## config.mk

```make
export PLATFORM = sky130hd
export DESIGN_NAME = ibpc_filter
export DESIGN_NICKNAME = d
export VERILOG_FILES = /design/src/design/ibpc_pkg.sv /design/src/design/ibpc_ram.sv /design/src/design/ibpc_filter.sv
export SDC_FILE = /design/constraint.sdc
export NUM_CORES = 2
export LEC_CHECK = 0
export BUFFER_PORTS_ARGS = -buffer_cell sky130_fd_sc_hd__buf_2
export CAP_MARGIN = 30
export CORE_MARGIN = 1.5
export CORE_UTILIZATION = 40
export DETAILED_ROUTE_END_ITERATION = 6
export MAX_ROUTING_LAYER = met4
export PLACE_DENSITY = 0.52
export SETUP_SLACK_MARGIN = 0.1
export SLEW_MARGIN = 20
export SYNTH_ARGS = -nofsm -noshare
export SYNTH_HDL_FRONTEND = slang
export SYNTH_SLANG_ARGS = --single-unit
export TNS_END_PERCENT = 1
```

## constraint.sdc

```tcl
create_clock -name clk -period 41.4 [get_ports clk]
set_input_delay 4.14 -clock clk [delete_from_list [all_inputs] [get_ports clk]]
set_output_delay 4.14 -clock clk [all_outputs]
set_load 0.05 [all_outputs]
```

## src/design/ibpc_pkg.sv

```systemverilog
package ibpc_pkg;

  // Configuration port.
  localparam int CFG_W     = 12;
  localparam int CFG_IDX_W = 2;

  localparam logic [CFG_IDX_W-1:0] CFG_IMAGE_WIDTH  = 2'd0;
  localparam logic [CFG_IDX_W-1:0] CFG_IMAGE_HEIGHT = 2'd1;
  localparam logic [CFG_IDX_W-1:0] CFG_WHITE_LIMIT  = 2'd2;

  localparam logic [CFG_W-1:0] WIDTH_RESET  = 12'd640;
  localparam logic [CFG_W-1:0] HEIGHT_RESET = 12'd480;

  // Pixel and result fields.
  localparam int LIMIT_W = 4;
  localparam int PIX_W   = 32;
  localparam int RGB_W   = 24;
  localparam int POS_W   = 11;

  localparam logic [LIMIT_W-1:0] LIMIT_RESET    = 4'd4;
  localparam logic [LIMIT_W-1:0] NEIGHBOR_COUNT = 4'd8;
  localparam logic [RGB_W-1:0]   WHITE_RGB      = 24'hFF_FFFF;

  // Control word that travels with an item from the position logic to the filter.
  typedef struct packed {
    logic             emit;       // the item releases a finished pixel
    logic             pixel;      // the item carries a pixel (not a flush)
    logic             interior;   // the released pixel lies off the image border
    logic             frame_end;  // the released pixel is the bottom right one
    logic [POS_W-1:0] col;
    logic [POS_W-1:0] row;
  } ibpc_tag_t;

endpackage

```

## src/design/ibpc_ram.sv

```systemverilog
module ibpc_ram #(
  parameter int DEPTH = 2048,
  parameter int WIDTH = 32,
  localparam int AW = (DEPTH > 1) ? $clog2(DEPTH) : 1
) (
  input  logic             clk,
  input  logic             we,
  input  logic [AW-1:0]    wr_addr,
  input  logic [WIDTH-1:0] wr_data,
  input  logic             rd_en,
  input  logic [AW-1:0]    rd_addr,
  output logic [WIDTH-1:0] rd_data
);

  logic [WIDTH-1:0] mem_r [DEPTH];
  logic [WIDTH-1:0] rd_data_r;

  always_ff @(posedge clk) begin
    if (we) begin
      mem_r[wr_addr] <= wr_data;
    end
  end

  always_ff @(posedge clk) begin
    if (rd_en) begin
      rd_data_r <= mem_r[rd_addr];
    end
  end

  assign rd_data = rd_data_r;

endmodule

```

## src/design/ibpc_filter.sv

```systemverilog
module ibpc_filter #(
  parameter int MAX_WIDTH = 2048,
  localparam int CW = $clog2(MAX_WIDTH)
) (
  input  logic                       clk,
  input  logic                       rst_n,
  input  logic                       restart,
  input  logic                       accept,
  input  logic                       in_black,
  input  logic [CW-1:0]              in_col,
  input  ibpc_pkg::ibpc_tag_t         in_tag,
  input  logic [ibpc_pkg::LIMIT_W-1:0] limit,
  input  logic [ibpc_pkg::PIX_W-1:0]   line_q,
  output logic                       in_ready,
  output logic                       out_valid,
  input  logic                       out_ready,
  output logic [ibpc_pkg::PIX_W-1:0]   out_pix,
  output logic [ibpc_pkg::POS_W-1:0]   out_col,
  output logic [ibpc_pkg::POS_W-1:0]   out_row,
  output logic                       out_last
);

  import ibpc_pkg::*;

  logic            s1_vld_r;
  ibpc_tag_t       s1_tag_r;
  logic            s1_black_r;
  logic [CW-1:0]   s1_col_r;
  logic [8:0]      window_r;
  logic            out_vld_r;
  logic [PIX_W-1:0] out_pix_r;
  logic [POS_W-1:0] out_col_r;
  logic [POS_W-1:0] out_row_r;
  logic            out_last_r;

  logic [1:0]       above;
  logic [1:0]       store_wd;
  logic             store_we;
  logic             out_free, drain, whiten;
  logic [8:0]       win_nxt;
  logic [LIMIT_W-1:0] black_nb, white_cnt;

  // Black flags of the two rows above, per column.
  ibpc_ram #(.DEPTH(MAX_WIDTH), .WIDTH(2)) u_store (
    .clk     (clk),
    .we      (store_we),
    .wr_addr (s1_col_r),
    .wr_data (store_wd),
    .rd_en   (accept),
    .rd_addr (in_col),
    .rd_data (above)
  );

  assign out_free = !out_vld_r || out_ready;
  assign drain    = s1_vld_r && out_free;
  assign in_ready = !s1_vld_r || out_free;
  assign store_we = drain && s1_tag_r.pixel;
  assign store_wd = {above[0], s1_black_r};
  assign win_nxt  = {window_r[5:0], above[1], above[0], s1_black_r};

  always_comb begin
    black_nb = '0;
    for (int k = 0; k < 9; k++) begin
      if (k != 4) begin
        black_nb = black_nb + LIMIT_W'(win_nxt[k]);
      end
    end
    white_cnt = NEIGHBOR_COUNT - black_nb;
    whiten    = s1_tag_r.pixel && s1_tag_r.interior && win_nxt[4] && (white_cnt >= limit);
  end

  always_ff @(posedge clk) begin
    if (!rst_n) begin
      s1_vld_r <= 1'b0;
    end else if (accept) begin
      s1_vld_r <= 1'b1;
    end else if (drain) begin
      s1_vld_r <= 1'b0;
    end
  end

  always_ff @(posedge clk) begin
    if (accept) begin
      s1_tag_r   <= in_tag;
      s1_black_r <= in_black;
      s1_col_r   <= in_col;
    end
  end

  always_ff @(posedge clk) begin
    if (!rst_n || restart) begin
      window_r <= '0;
    end else if (store_we) begin
      window_r <= win_nxt;
    end
  end

  always_ff @(posedge clk) begin
    if (!rst_n) begin
      out_vld_r <= 1'b0;
    end else if (out_free) begin
      out_vld_r <= s1_vld_r && s1_tag_r.emit;
    end
  end

  always_ff @(posedge clk) begin
    if (drain && s1_tag_r.emit) begin
      out_pix_r  <= {line_q[PIX_W-1:RGB_W], whiten ? WHITE_RGB : line_q[RGB_W-1:0]};
      out_col_r  <= s1_tag_r.col;
      out_row_r  <= s1_tag_r.row;
      out_last_r <= s1_tag_r.frame_end;
    end
  end

  assign out_valid = out_vld_r;
  assign out_pix   = out_pix_r;
  assign out_col   = out_col_r;
  assign out_row   = out_row_r;
  assign out_last  = out_last_r;

  a_stall_blocks: assert property (@(posedge clk) disable iff (!rst_n)
    (s1_vld_r && out_vld_r && !out_ready) |-> !in_ready)
    else $error("item taken while the pipeline is full and the output stalls");

  a_result_source: assert property (@(posedge clk) disable iff (!rst_n)
    $rose(out_vld_r) |-> $past(s1_vld_r && s1_tag_r.emit))
    else $error("result appeared without an emitting item in the first stage");

endmodule

```

==> results.cfg <==
[outcome]
status = finished with violations
violations = design-rule violations

[sta]
setup_tns_ns = 0
min_period_ns = 11.20
worstMarginPinSlew_ns = 1.18
final_max_slew_viol_count = 0
max-slew-margin-rel_pct = 21.0
rsz0062_at_grt = false
setup_viol = 0
finalClockSkew_ns = 0.0488
finalHoldViolCount = 0
fin_crit_sh_pct = 27.0
whs_ns = 0.413
fmax_mhz = 89.3

[placed_design]
io_buffers = 135
post-place-cells = 15700
dpl_cell_area_mm2 = 0.180
finalWeightedCongestion = 0.847
post-dp-hpwl_mm = 320

[setup_path]
crit_type = in -> reg
startpoint_type = input port
cp_num_cells = 14
cp.arrival_ns = 11.95
cp_top_family = buffers and inverters
end_kind = flop
cp_num_buf_inv = 8
crit_required_ns = 42.15
path_cells = buf_12 > buf_12 > buf_4 > buf_12 > buf_4 > buf_4 > buf_12 > buf_12 > mux4_1 > mux4_2 > a211oi_1 > or4_1 > a311oi_1 > or4_1
crit_fanout = 106
reg2reg_depth = 5
critical_path.max_stage_delay_ns = 0.82
crit_top_cell = buf_12
crit_path_top_delay_cell = a211oi_1

[detailed_routing]
num_vias = 99000
drtAntennaViolNets = 0
drc_errors = 1
drt-met1-wl_mm = 223
routedWlPerCell_um = 32.9
dr.pass1.iters = 7
wl_met3_mm = 44.2
drtIter0Drc = 11800
top_layer = met4
finalWirelength_mm = 545
wl_met2_mm = 261
viasPerCell = 5.98

[layout]
fin_nets = 10500
layout_common_cells = edfxtp_1, nor2_1, mux2i_1
fin_cells = 16600
fillers = 37100
stdcell_area_mm2 = 0.194
area_growth_pct = 11.8
final_common_cell = edfxtp_1
drive_gt1_share_pct = 16.0

[logic_synthesis]
synth_area_mm2 = 0.174
ys_top_cells_by_area = edfxtp_1, mux4_2, nor2_1
ys_ff_latch = 4199
synth_edf_count = 4191
yosys_warnings = 0
synth_fp_nets = 10500
syn_area_per_cell_um2 = 16.7
yosysTopAreaCell = edfxtp_1
yosysTopAreaCellShare_pct = 72.5
synth_cell_types = 97
synth-main-ff-cell = edfxtp_1
async_reset_ff_share_pct = 0
syn_inst = 10400
seq_area_frac_synth_pct = 72.6

[die]
core_area_mm2 = 0.432
ioPinCount = 136
die_area_mm2 = 0.438
rows = 241
dieWidth_um = 662
start_util_pct = 40.2
die_y_um = 662

[power]
power_w = 0.00921
ir_drop_uv = 36.9
cellPowerDensity_mw_per_mm2 = 47.4
leakagePower_nw = 60.4

[global_routing]
grt_overflow = 0
grt_usage_pct = 25.2
grt_max_degree = 259
grt_pass1_wl_mm = 760
grt_pass1_vias = 99600
antenna_found_initial = 49

[clock_tree]
cts.clk_slew.worst_paths_ns = 0.07
cts.sinks = 4199
cts_tree = done
cts_setup_buffers = 0
htreeDepth = 5
postCtsResizedCells = 0
cts_hold_buf = 0
clk_latency_ns = 1.01
clock_tree.buffer_depth = 4
clockRootBuffer = clkbuf_16
cts_buffers = 440

[job]
cap_viol_max_count = 0

[min_path]
holdPathStages = 0
hp-class = reg -> reg
## flip-flops by register name (all words and copies together), names as in the netlist
register         cells
s1_black_r           1
out_last             1
s1_tag_r            26
out_pix             32
s1_col_r            11
s1_vld_r             1
out_valid            1
u_store.mem_r     4096
window_r             6
out_row             11
out_col             11
u_store.rd_data      2
## power by group
part,leakage (nW),switching (W),internal (W)
Clock,6.88,0.00167,0.00226
Combinational,15.8,0.000378,0.000139
Sequential,37.8,0.00000480,0.00476
Total,60.4,0.00205,0.00716
## worst register-to-register path, stage by stage (launching register included)
cell and delay (ns):
edfxtp_1 0.57, buf_4 0.60, buf_4 0.88, buf_4 0.91, buf_4 0.78, buf_4 0.86
## synth_stat cells, types with 46 or more instances
| cell type | count |
|---|---|
| buf_2 | 101 |
| clkbuf_1 | 492 |
| buf_6 | 47 |
| nand3_1 | 69 |
| buf_4 | 46 |
| a21oi_1 | 157 |
| nor3_1 | 161 |
| mux4_2 | 470 |
| o22ai_1 | 157 |
| edfxtp_1 | 4191 |
| o221ai_1 | 236 |
| mux4_1 | 193 |
| nand2_1 | 258 |
| nor4_1 | 66 |
| buf_8 | 63 |
| mux2i_1 | 753 |
| o21ai_0 | 115 |
| nor2_1 | 2252 |
## kinds of logic (layout without fill, tap and decap cells)
family,count (synthesis),in the layout,synth area share [%]
flip-flops,4199,4199,72.6
other,0,30,0
AO/OA/AOI/OAI,868,868,3.52
AND/OR/NAND/NOR,2983,2983,7.03
multiplexers,1436,1436,13.5
buffers and inverters,871,1314,3.28
adder cells (fa/ha/maj),12,12,0.104
## final timing paths
kind	startpoint	to	slack, ns
max	in_col[0]	u_store.rd_data[1]	30.20
min	s1_tag_r[5]	out_row[5]	0.41
max reg2reg	u_store.rd_data[0]	u_store.mem_r[1571][1]	36.36
min reg2reg	s1_tag_r[5]	out_row[5]	0.41
## metrics by stage
stage               worst slack, ns  utilization, %
floorplan                     11.91               -
global placement              29.03            41.5
detailed placement            28.97            41.6
CTS                           30.04            44.9
global route                  29.92            45.0
finish                        30.20            45.0
## final cells by class
type / count / area, um2 / area share [%]
well taps: 5710 / 7140 / 3.68
multi-input cells: 5299 / 42700 / 22.0
flip-flops and latches: 4199 / 126000 / 64.9
diodes: 30 / 75.1 / 0.0387
clock buffers: 529 / 11500 / 5.92
repair buffers: 477 / 4010 / 2.06
inverters: 25 / 109 / 0.0561
clock inverters: 283 / 2700 / 1.39
## routing by layer
| layer | global-route usage (%) | vias to the layer above |
|---|---|---|
| li1 | - | 40800 |
| met1 | 33.7 | 52700 |
| met2 | 40.0 | 4640 |
| met3 | 3.91 | 828 |
| met4 | 7.39 | 0 |
| met5 | - | - |
No activity file was read; power rests on OpenSTA's default activity.
