<file path="config.mk">
export PLATFORM = sky130hd
export DESIGN_NAME = ibpc_ctrl
export DESIGN_NICKNAME = d
export VERILOG_FILES = /design/src/design/ibpc_pkg.sv /design/src/design/ibpc_ctrl.sv
export SDC_FILE = /design/constraint.sdc
export NUM_CORES = 1
export LEC_CHECK = 0
export ABC_AREA = 1
export BUFFER_PORTS_ARGS = -buffer_cell sky130_fd_sc_hd__buf_2
export CAP_MARGIN = 30
export CORE_AREA = 8 8 150 152
export CTS_BUF_LIST = sky130_fd_sc_hd__clkbuf_8
export DETAILED_ROUTE_END_ITERATION = 16
export DIE_AREA = 0 0 158 160
export SYNTH_ARGS = -nofsm -noshare
export SYNTH_HDL_FRONTEND = slang
export SYNTH_SLANG_ARGS = --single-unit
</file>
<file path="constraint.sdc">
create_clock -name clk -period 6.2 [get_ports clk]
set_input_delay 0.62 -clock clk [delete_from_list [all_inputs] [get_ports clk]]
set_output_delay 0.62 -clock clk [all_outputs]
set_load 0.05 [all_outputs]
</file>
<file path="src/design/ibpc_pkg.sv">
package ibpc_pkg;

  // Configuration port.
  localparam int CFG_W     = 12;
  localparam int CFG_IDX_W = 2;

  localparam logic [CFG_IDX_W-1:0] CFG_IMAGE_WIDTH  = 2'd0;
  localparam logic [CFG_IDX_W-1:0] CFG_IMAGE_HEIGHT = 2'd1;
  localparam logic [CFG_IDX_W-1:0] CFG_WHITE_LIMIT  = 2'd2;

  localparam logic [CFG_W-1:0] WIDTH_RESET  = 12'd640;
  localparam logic [CFG_W-1:0] HEIGHT_RESET = 12'd480;

  // Pixel and result fields.
  localparam int LIMIT_W = 4;
  localparam int PIX_W   = 32;
  localparam int RGB_W   = 24;
  localparam int POS_W   = 11;

  localparam logic [LIMIT_W-1:0] LIMIT_RESET    = 4'd4;
  localparam logic [LIMIT_W-1:0] NEIGHBOR_COUNT = 4'd8;
  localparam logic [RGB_W-1:0]   WHITE_RGB      = 24'hFF_FFFF;

  // Control word that travels with an item from the position logic to the filter.
  typedef struct packed {
    logic             emit;       // the item releases a finished pixel
    logic             pixel;      // the item carries a pixel (not a flush)
    logic             interior;   // the released pixel lies off the image border
    logic             frame_end;  // the released pixel is the bottom right one
    logic [POS_W-1:0] col;
    logic [POS_W-1:0] row;
  } ibpc_tag_t;

endpackage

</file>
<file path="src/design/ibpc_ctrl.sv">
module ibpc_ctrl #(
  parameter int MAX_WIDTH  = 2048,
  parameter int MAX_HEIGHT = 2048,
  localparam int CW = $clog2(MAX_WIDTH),
  localparam int LD = MAX_WIDTH + 1,
  localparam int SW = $clog2(LD)
) (
  input  logic                          clk,
  input  logic                          rst_n,
  input  logic                          cfg_we,
  input  logic [ibpc_pkg::CFG_IDX_W-1:0] cfg_index,
  input  logic [ibpc_pkg::CFG_W-1:0]     cfg_data,
  input  logic                          accept,
  input  logic                          command,
  output logic                          restart,
  output logic [ibpc_pkg::LIMIT_W-1:0]   limit,
  output logic                          line_we,
  output logic [SW-1:0]                 wr_slot,
  output logic [SW-1:0]                 rd_slot,
  output logic [CW-1:0]                 store_col,
  output ibpc_pkg::ibpc_tag_t            tag
);

  import ibpc_pkg::*;

  localparam int WW = $clog2(MAX_WIDTH + 1);
  localparam int HW = $clog2(MAX_HEIGHT + 1);
  localparam int RW = $clog2(MAX_HEIGHT);
  localparam int PW = $clog2(MAX_WIDTH + 2);

  logic [CFG_W-1:0]   width_r;
  logic [CFG_W-1:0]   height_r;
  logic [LIMIT_W-1:0] limit_r;
  logic [CW-1:0]      icol_r;
  logic [RW-1:0]      irow_r;
  logic [CW-1:0]      ocol_r;
  logic [RW-1:0]      orow_r;
  logic [PW-1:0]      pend_r;
  logic [SW-1:0]      ws_r;

  logic [WW-1:0] wu;
  logic [HW-1:0] hu;
  logic          icol_last, irow_last, ocol_last, orow_last, ws_last;
  logic          emit_pix, emit, interior;
  logic [SW:0]   slot_sum;

  // Frame size as used: zero counts as one, large values clip at the maximum.
  always_comb begin
    if (width_r == '0) begin
      wu = WW'(1);
    end else if (32'(width_r) > MAX_WIDTH) begin
      wu = WW'(MAX_WIDTH);
    end else begin
      wu = WW'(width_r);
    end
    if (height_r == '0) begin
      hu = HW'(1);
    end else if (32'(height_r) > MAX_HEIGHT) begin
      hu = HW'(MAX_HEIGHT);
    end else begin
      hu = HW'(height_r);
    end
  end

  always_comb begin
    icol_last = (WW'(icol_r) + WW'(1)) == wu;
    irow_last = (HW'(irow_r) + HW'(1)) == hu;
    ocol_last = (WW'(ocol_r) + WW'(1)) == wu;
    orow_last = (HW'(orow_r) + HW'(1)) == hu;
    ws_last   = 32'(ws_r) == LD - 1;
    emit_pix  = 32'(pend_r) >= 32'(wu) + 32'd1;
    emit      = command ? (pend_r != '0) : emit_pix;
    interior  = (wu >= WW'(3)) && (hu >= HW'(3)) && (ocol_r != '0) && (orow_r != '0) &&
                (32'(ocol_r) + 32'd2 <= 32'(wu)) && (32'(orow_r) + 32'd2 <= 32'(hu));
    // Oldest pending slot, write slot minus pending count around the ring.
    slot_sum  = (SW+1)'(ws_r) + (SW+1)'(LD) - (SW+1)'(pend_r);
  end

  assign rd_slot   = (slot_sum >= (SW+1)'(LD)) ? SW'(slot_sum - (SW+1)'(LD)) : SW'(slot_sum);
  assign wr_slot   = ws_r;
  assign line_we   = accept && !command;
  assign store_col = icol_r;
  assign limit     = limit_r;
  assign restart   = cfg_we && (cfg_index == CFG_IMAGE_WIDTH || cfg_index == CFG_IMAGE_HEIGHT);

  always_comb begin
    tag.emit      = emit;
    tag.pixel     = !command;
    tag.interior  = interior;
    tag.frame_end = ocol_last && orow_last;
    tag.col       = POS_W'(ocol_r);
    tag.row       = POS_W'(orow_r);
  end

  always_ff @(posedge clk) begin
    if (!rst_n) begin
      width_r  <= WIDTH_RESET;
      height_r <= HEIGHT_RESET;
      limit_r  <= LIMIT_RESET;
    end else if (cfg_we) begin
      unique case (cfg_index)
        CFG_IMAGE_WIDTH:  width_r  <= cfg_data;
        CFG_IMAGE_HEIGHT: height_r <= cfg_data;
        CFG_WHITE_LIMIT:  limit_r  <= cfg_data[LIMIT_W-1:0];
        default: ;
      endcase
    end
  end

  // The oldest pending position trails the input position by the pending count.
  always_ff @(posedge clk) begin
    if (!rst_n || restart) begin
      icol_r <= '0;
      irow_r <= '0;
      ocol_r <= '0;
      orow_r <= '0;
      pend_r <= '0;
      ws_r   <= '0;
    end else if (accept) begin
      if (!command) begin
        ws_r   <= ws_last ? '0 : ws_r + 1'b1;
        icol_r <= icol_last ? '0 : icol_r + 1'b1;
        if (icol_last) begin
          irow_r <= irow_last ? '0 : irow_r + 1'b1;
        end
        if (!emit_pix) begin
          pend_r <= pend_r + 1'b1;
        end
      end else if (pend_r != '0) begin
        pend_r <= pend_r - 1'b1;
      end
      if (emit) begin
        ocol_r <= ocol_last ? '0 : ocol_r + 1'b1;
        if (ocol_last) begin
          orow_r <= orow_last ? '0 : orow_r + 1'b1;
        end
      end
    end
  end

  a_pend_bound: assert property (@(posedge clk) disable iff (!rst_n)
    32'(pend_r) <= 32'(wu) + 32'd1)
    else $error("pending count exceeds one row plus one pixel");

  a_empty_aligned: assert property (@(posedge clk) disable iff (!rst_n)
    (pend_r == '0) |-> (ocol_r == icol_r && orow_r == irow_r))
    else $error("oldest pending position differs from input position while empty");

endmodule

</file>
==> key figures <==
Run status
  • Status: complete, no violations

Floorplanning
  • Core footprint: approximately 0.02 sq mm
  • Overall die height: about 160 um
  • Starting Density: 0.393
  • Die area: about 0.025 sq mm
  • Top-level port count: 86
  • Die width: approximately 160 um
  • Row count: 52

Final layout
  • Finished Cell Area: 0.00870 sq mm
  • Layout cell share with drive strength beyond 1: 0.101
  • Layout net count: roughly 1.4k
  • Most common cell after layout, fill and taps aside: nand2_1
  • Commonest cells after routing, fill and taps aside: nand2_1 (311), inv_1 (153), nor2_1 (137), nand3_1 (98), a21oi_1 (91)
  • Antenna diodes: 0
  • Area grow syn2layout: 10.6%

Critical path
  • CP arrival: a little under 4 ns
  • Worst-path cell chain: inv_1, ha_1, ha_1, fa_1, nand3_1, nand2_1, a21oi_1, xor2_1, nand2_1, nor2_1, nand3_1, nand3_2, nand2_1, nand2_1, buf_2
  • Most Frequent Cell on Critical Path: nand2_1
  • Reg-to-Reg Start: width_r[3]
  • CP bufs+invs: 2
  • Worst EP required: 5.58 ns
  • Crit. Startpoint: pend_r[0]
  • Slowest CP cell: dfxtp_1
  • CP Class: reg -> out
  • Crit start category: flop
  • CP Max Fanout: 12
  • Slowest stage delay, CP: 0.41 ns
  • Crit path max-delay family: simple AND/OR/NAND/NOR gates
  • Critical path endpoint category: output pin

Detailed routing
  • Vias per cell: between 5 and 6
  • Drt wl/cell: between 10 and 15 um
  • Drt pass-1 iters: 6
  • Via count: roughly 8.1k
  • Initial drt markers: ~500
  • Post-route ant nets: 0
  • Final WL: approximately 23 mm
  • # DRC: 0

Run
  • MaxCap Viol Count: 0

Clock network
  • CTS root buf: clkbuf_8
  • Hold-fix buffers, CTS: 0
  • Post-cts sizing count: 0
  • Clock sinks: 85
  • Num CTS Buffers: 9
  • Clk_lat worst skew: 0.38 ns
  • CTS tree: yes
  • Clock Path Buffers: 2
  • Post-CTS Setup Repair Bufs: 0
  • Clk slew on worst S/H paths: 0.10 ns
  • H-tree depth: 3

Power and ir drop
  • Total power divided by cell area: approximately 230 mW/mm^2
  • Leak pwr: about 4.2 nW
  • Total power: between 1.5 and 2 mW
  • Peak supply drop: ~0.00023 V

Logic synthesis
  • Yosys reg bits: between 80 and 90
  • Warnings, synthesis: 0
  • Syn avg cell area: approximately 6.3 sq um
  • Distinct cell type count after synthesis: between 40 and 50
  • Synthesized area: slightly below 0.008 sq mm
  • Cells after synthesis: around 1.2k
  • Post-synthesis net count: 1,346
  • Sequential share of the synthesized area: 0.216

STA
  • Relative slew margins: 0.404
  • Final Hold Vio Count: 0
  • Setup TNS: 0 ns
  • Unrepaired setup endpoints after global routing: false
  • Max Freq: about 0.22 GHz
  • Final Cycle Share: 0.736
  • Worst-margin pin slew: approximately 0.9 ns
  • Setup violations, final: 0
  • Final Max Tran Viols: 0
  • Min Tclk post-route: 4.56 ns
  • Hold Slack: between 0.4 and 0.5 ns
  • Clock skew: about 0.014 ns

GRT
  • Antenna violations before repair: 0
  • First-pass GRT wire length: roughly 38 mm
  • Pin count of the biggest net entering global routing: 30
  • GRT overflow: 0
  • Total track usage: 0.182
  • Vias in the first global route: between 7k and 8k

Placed design
  • HPWL after DPL: 18.3 mm
  • DP Area: around 0.0085 sq mm
  • Global placement routability congestion: between 0.9 and 1
  • Port Buffers: between 80 and 90

Min path
  • Worst min path class: in -> reg
  • Hold wc startpoint: cfg_data[7]
## layer usage
metal,vias to the layer above,track usage,wire (um),share of wire
met5,-,0,0,0
met4,0,0.0472,366,0.016
met3,29,0.0259,1050,0.046
met2,184,0.296,10400,0.46
met1,3631,0.246,11000,0.48
li1,4209,-,-,-
## flip-flops by register name (all words and copies together) (netlist names)
register	flops
wr_slot	12
ocol_r	11
height_r	12
store_col	11
orow_r	11
limit	4
width_r	12
pend_r	12
## synth_stat cells, drive strengths merged
| library cell | n | area share |
|---|---|---|
| nor4 | 8 | 0.0072 |
| o21bai | 5 | 0.0048 |
| a31oi | 2 | 0.0016 |
| o21a | 1 | 0.00095 |
| ha | 81 | 0.13 |
| o41ai | 2 | 0.0022 |
| nand4 | 42 | 0.033 |
| nor3b | 1 | 0.0016 |
| fa | 2 | 0.0051 |
| nand2 | 321 | 0.16 |
| or2 | 4 | 0.0032 |
| inv | 158 | 0.075 |
| buf | 16 | 0.014 |
| a21oi | 91 | 0.058 |
| xor2 | 51 | 0.057 |
| o211ai | 7 | 0.0067 |
| o21ai | 52 | 0.033 |
| a21o | 1 | 0.00095 |
| xnor2 | 15 | 0.017 |
| nand2b | 1 | 0.00080 |
| nand3b | 4 | 0.0038 |
| dfxtp | 85 | 0.22 |
| o31ai | 1 | 0.00095 |
| mux2i | 2 | 0.0025 |
| o22ai | 1 | 0.00080 |
| nor2 | 143 | 0.071 |
| nor3 | 19 | 0.013 |
| clkbuf | 19 | 0.0091 |
| a21boi | 1 | 0.00095 |
| and3 | 1 | 0.00080 |
| a211oi | 5 | 0.0048 |
| clkinv | 2 | 0.00095 |
| nand3 | 100 | 0.065 |
## stage by stage
stage	setup slack [ns]	utilization	cells
final	1.64	0.434	1583
after global routing	1.24	0.434	1583
after CTS	1.60	0.434	1583
after detailed placement	1.77	0.423	1567
after global placement	1.81	0.423	1567
after floorplan	2.07	-	1244
## worst min-delay path, stage by stage
cell and delay (ns):
buf_2 0.09, nand2_1 0.04, nand3_1 0.06
## cells by family after synthesis
kind of cell / synth area share
buffers and inverters: 0.0996
adders and majority gates: 0.134
muxes: 0.00254
DFF: 0.216
xor gates and xnor gates: 0.0734
and+or+nand+nor: 0.359
AOI/OAI and AO/OA: 0.116
## worst paths after layout
kind,to,slack [ns],depth (start not counted)
worst max-delay path,rd_slot[5],1.64,15
worst min-delay path,height_r[7],0.46,3
worst max register to register,orow_r[1],1.72,23
worst min register to register,limit[2],0.48,2
## where the power goes
group          internal [mW]  switching, mW  total (mW)
Clock                  0.233          0.229       0.463
Combinational          0.268          0.648       0.916
Sequential             0.570         0.0372       0.607
Total                   1.07          0.915        1.99
## final cells by class
class                           count  area, sq um
Tap cell                          270          338
Fill cell                        2212        11300
Sequential cell                    85         1700
Clock inverter                      7          105
Clock buffer                        9          124
Inverter                          160          601
Timing Repair Buffer               88          448
Multi-Input combinational cell    964         5390
(Power assumes the default switching activity.)
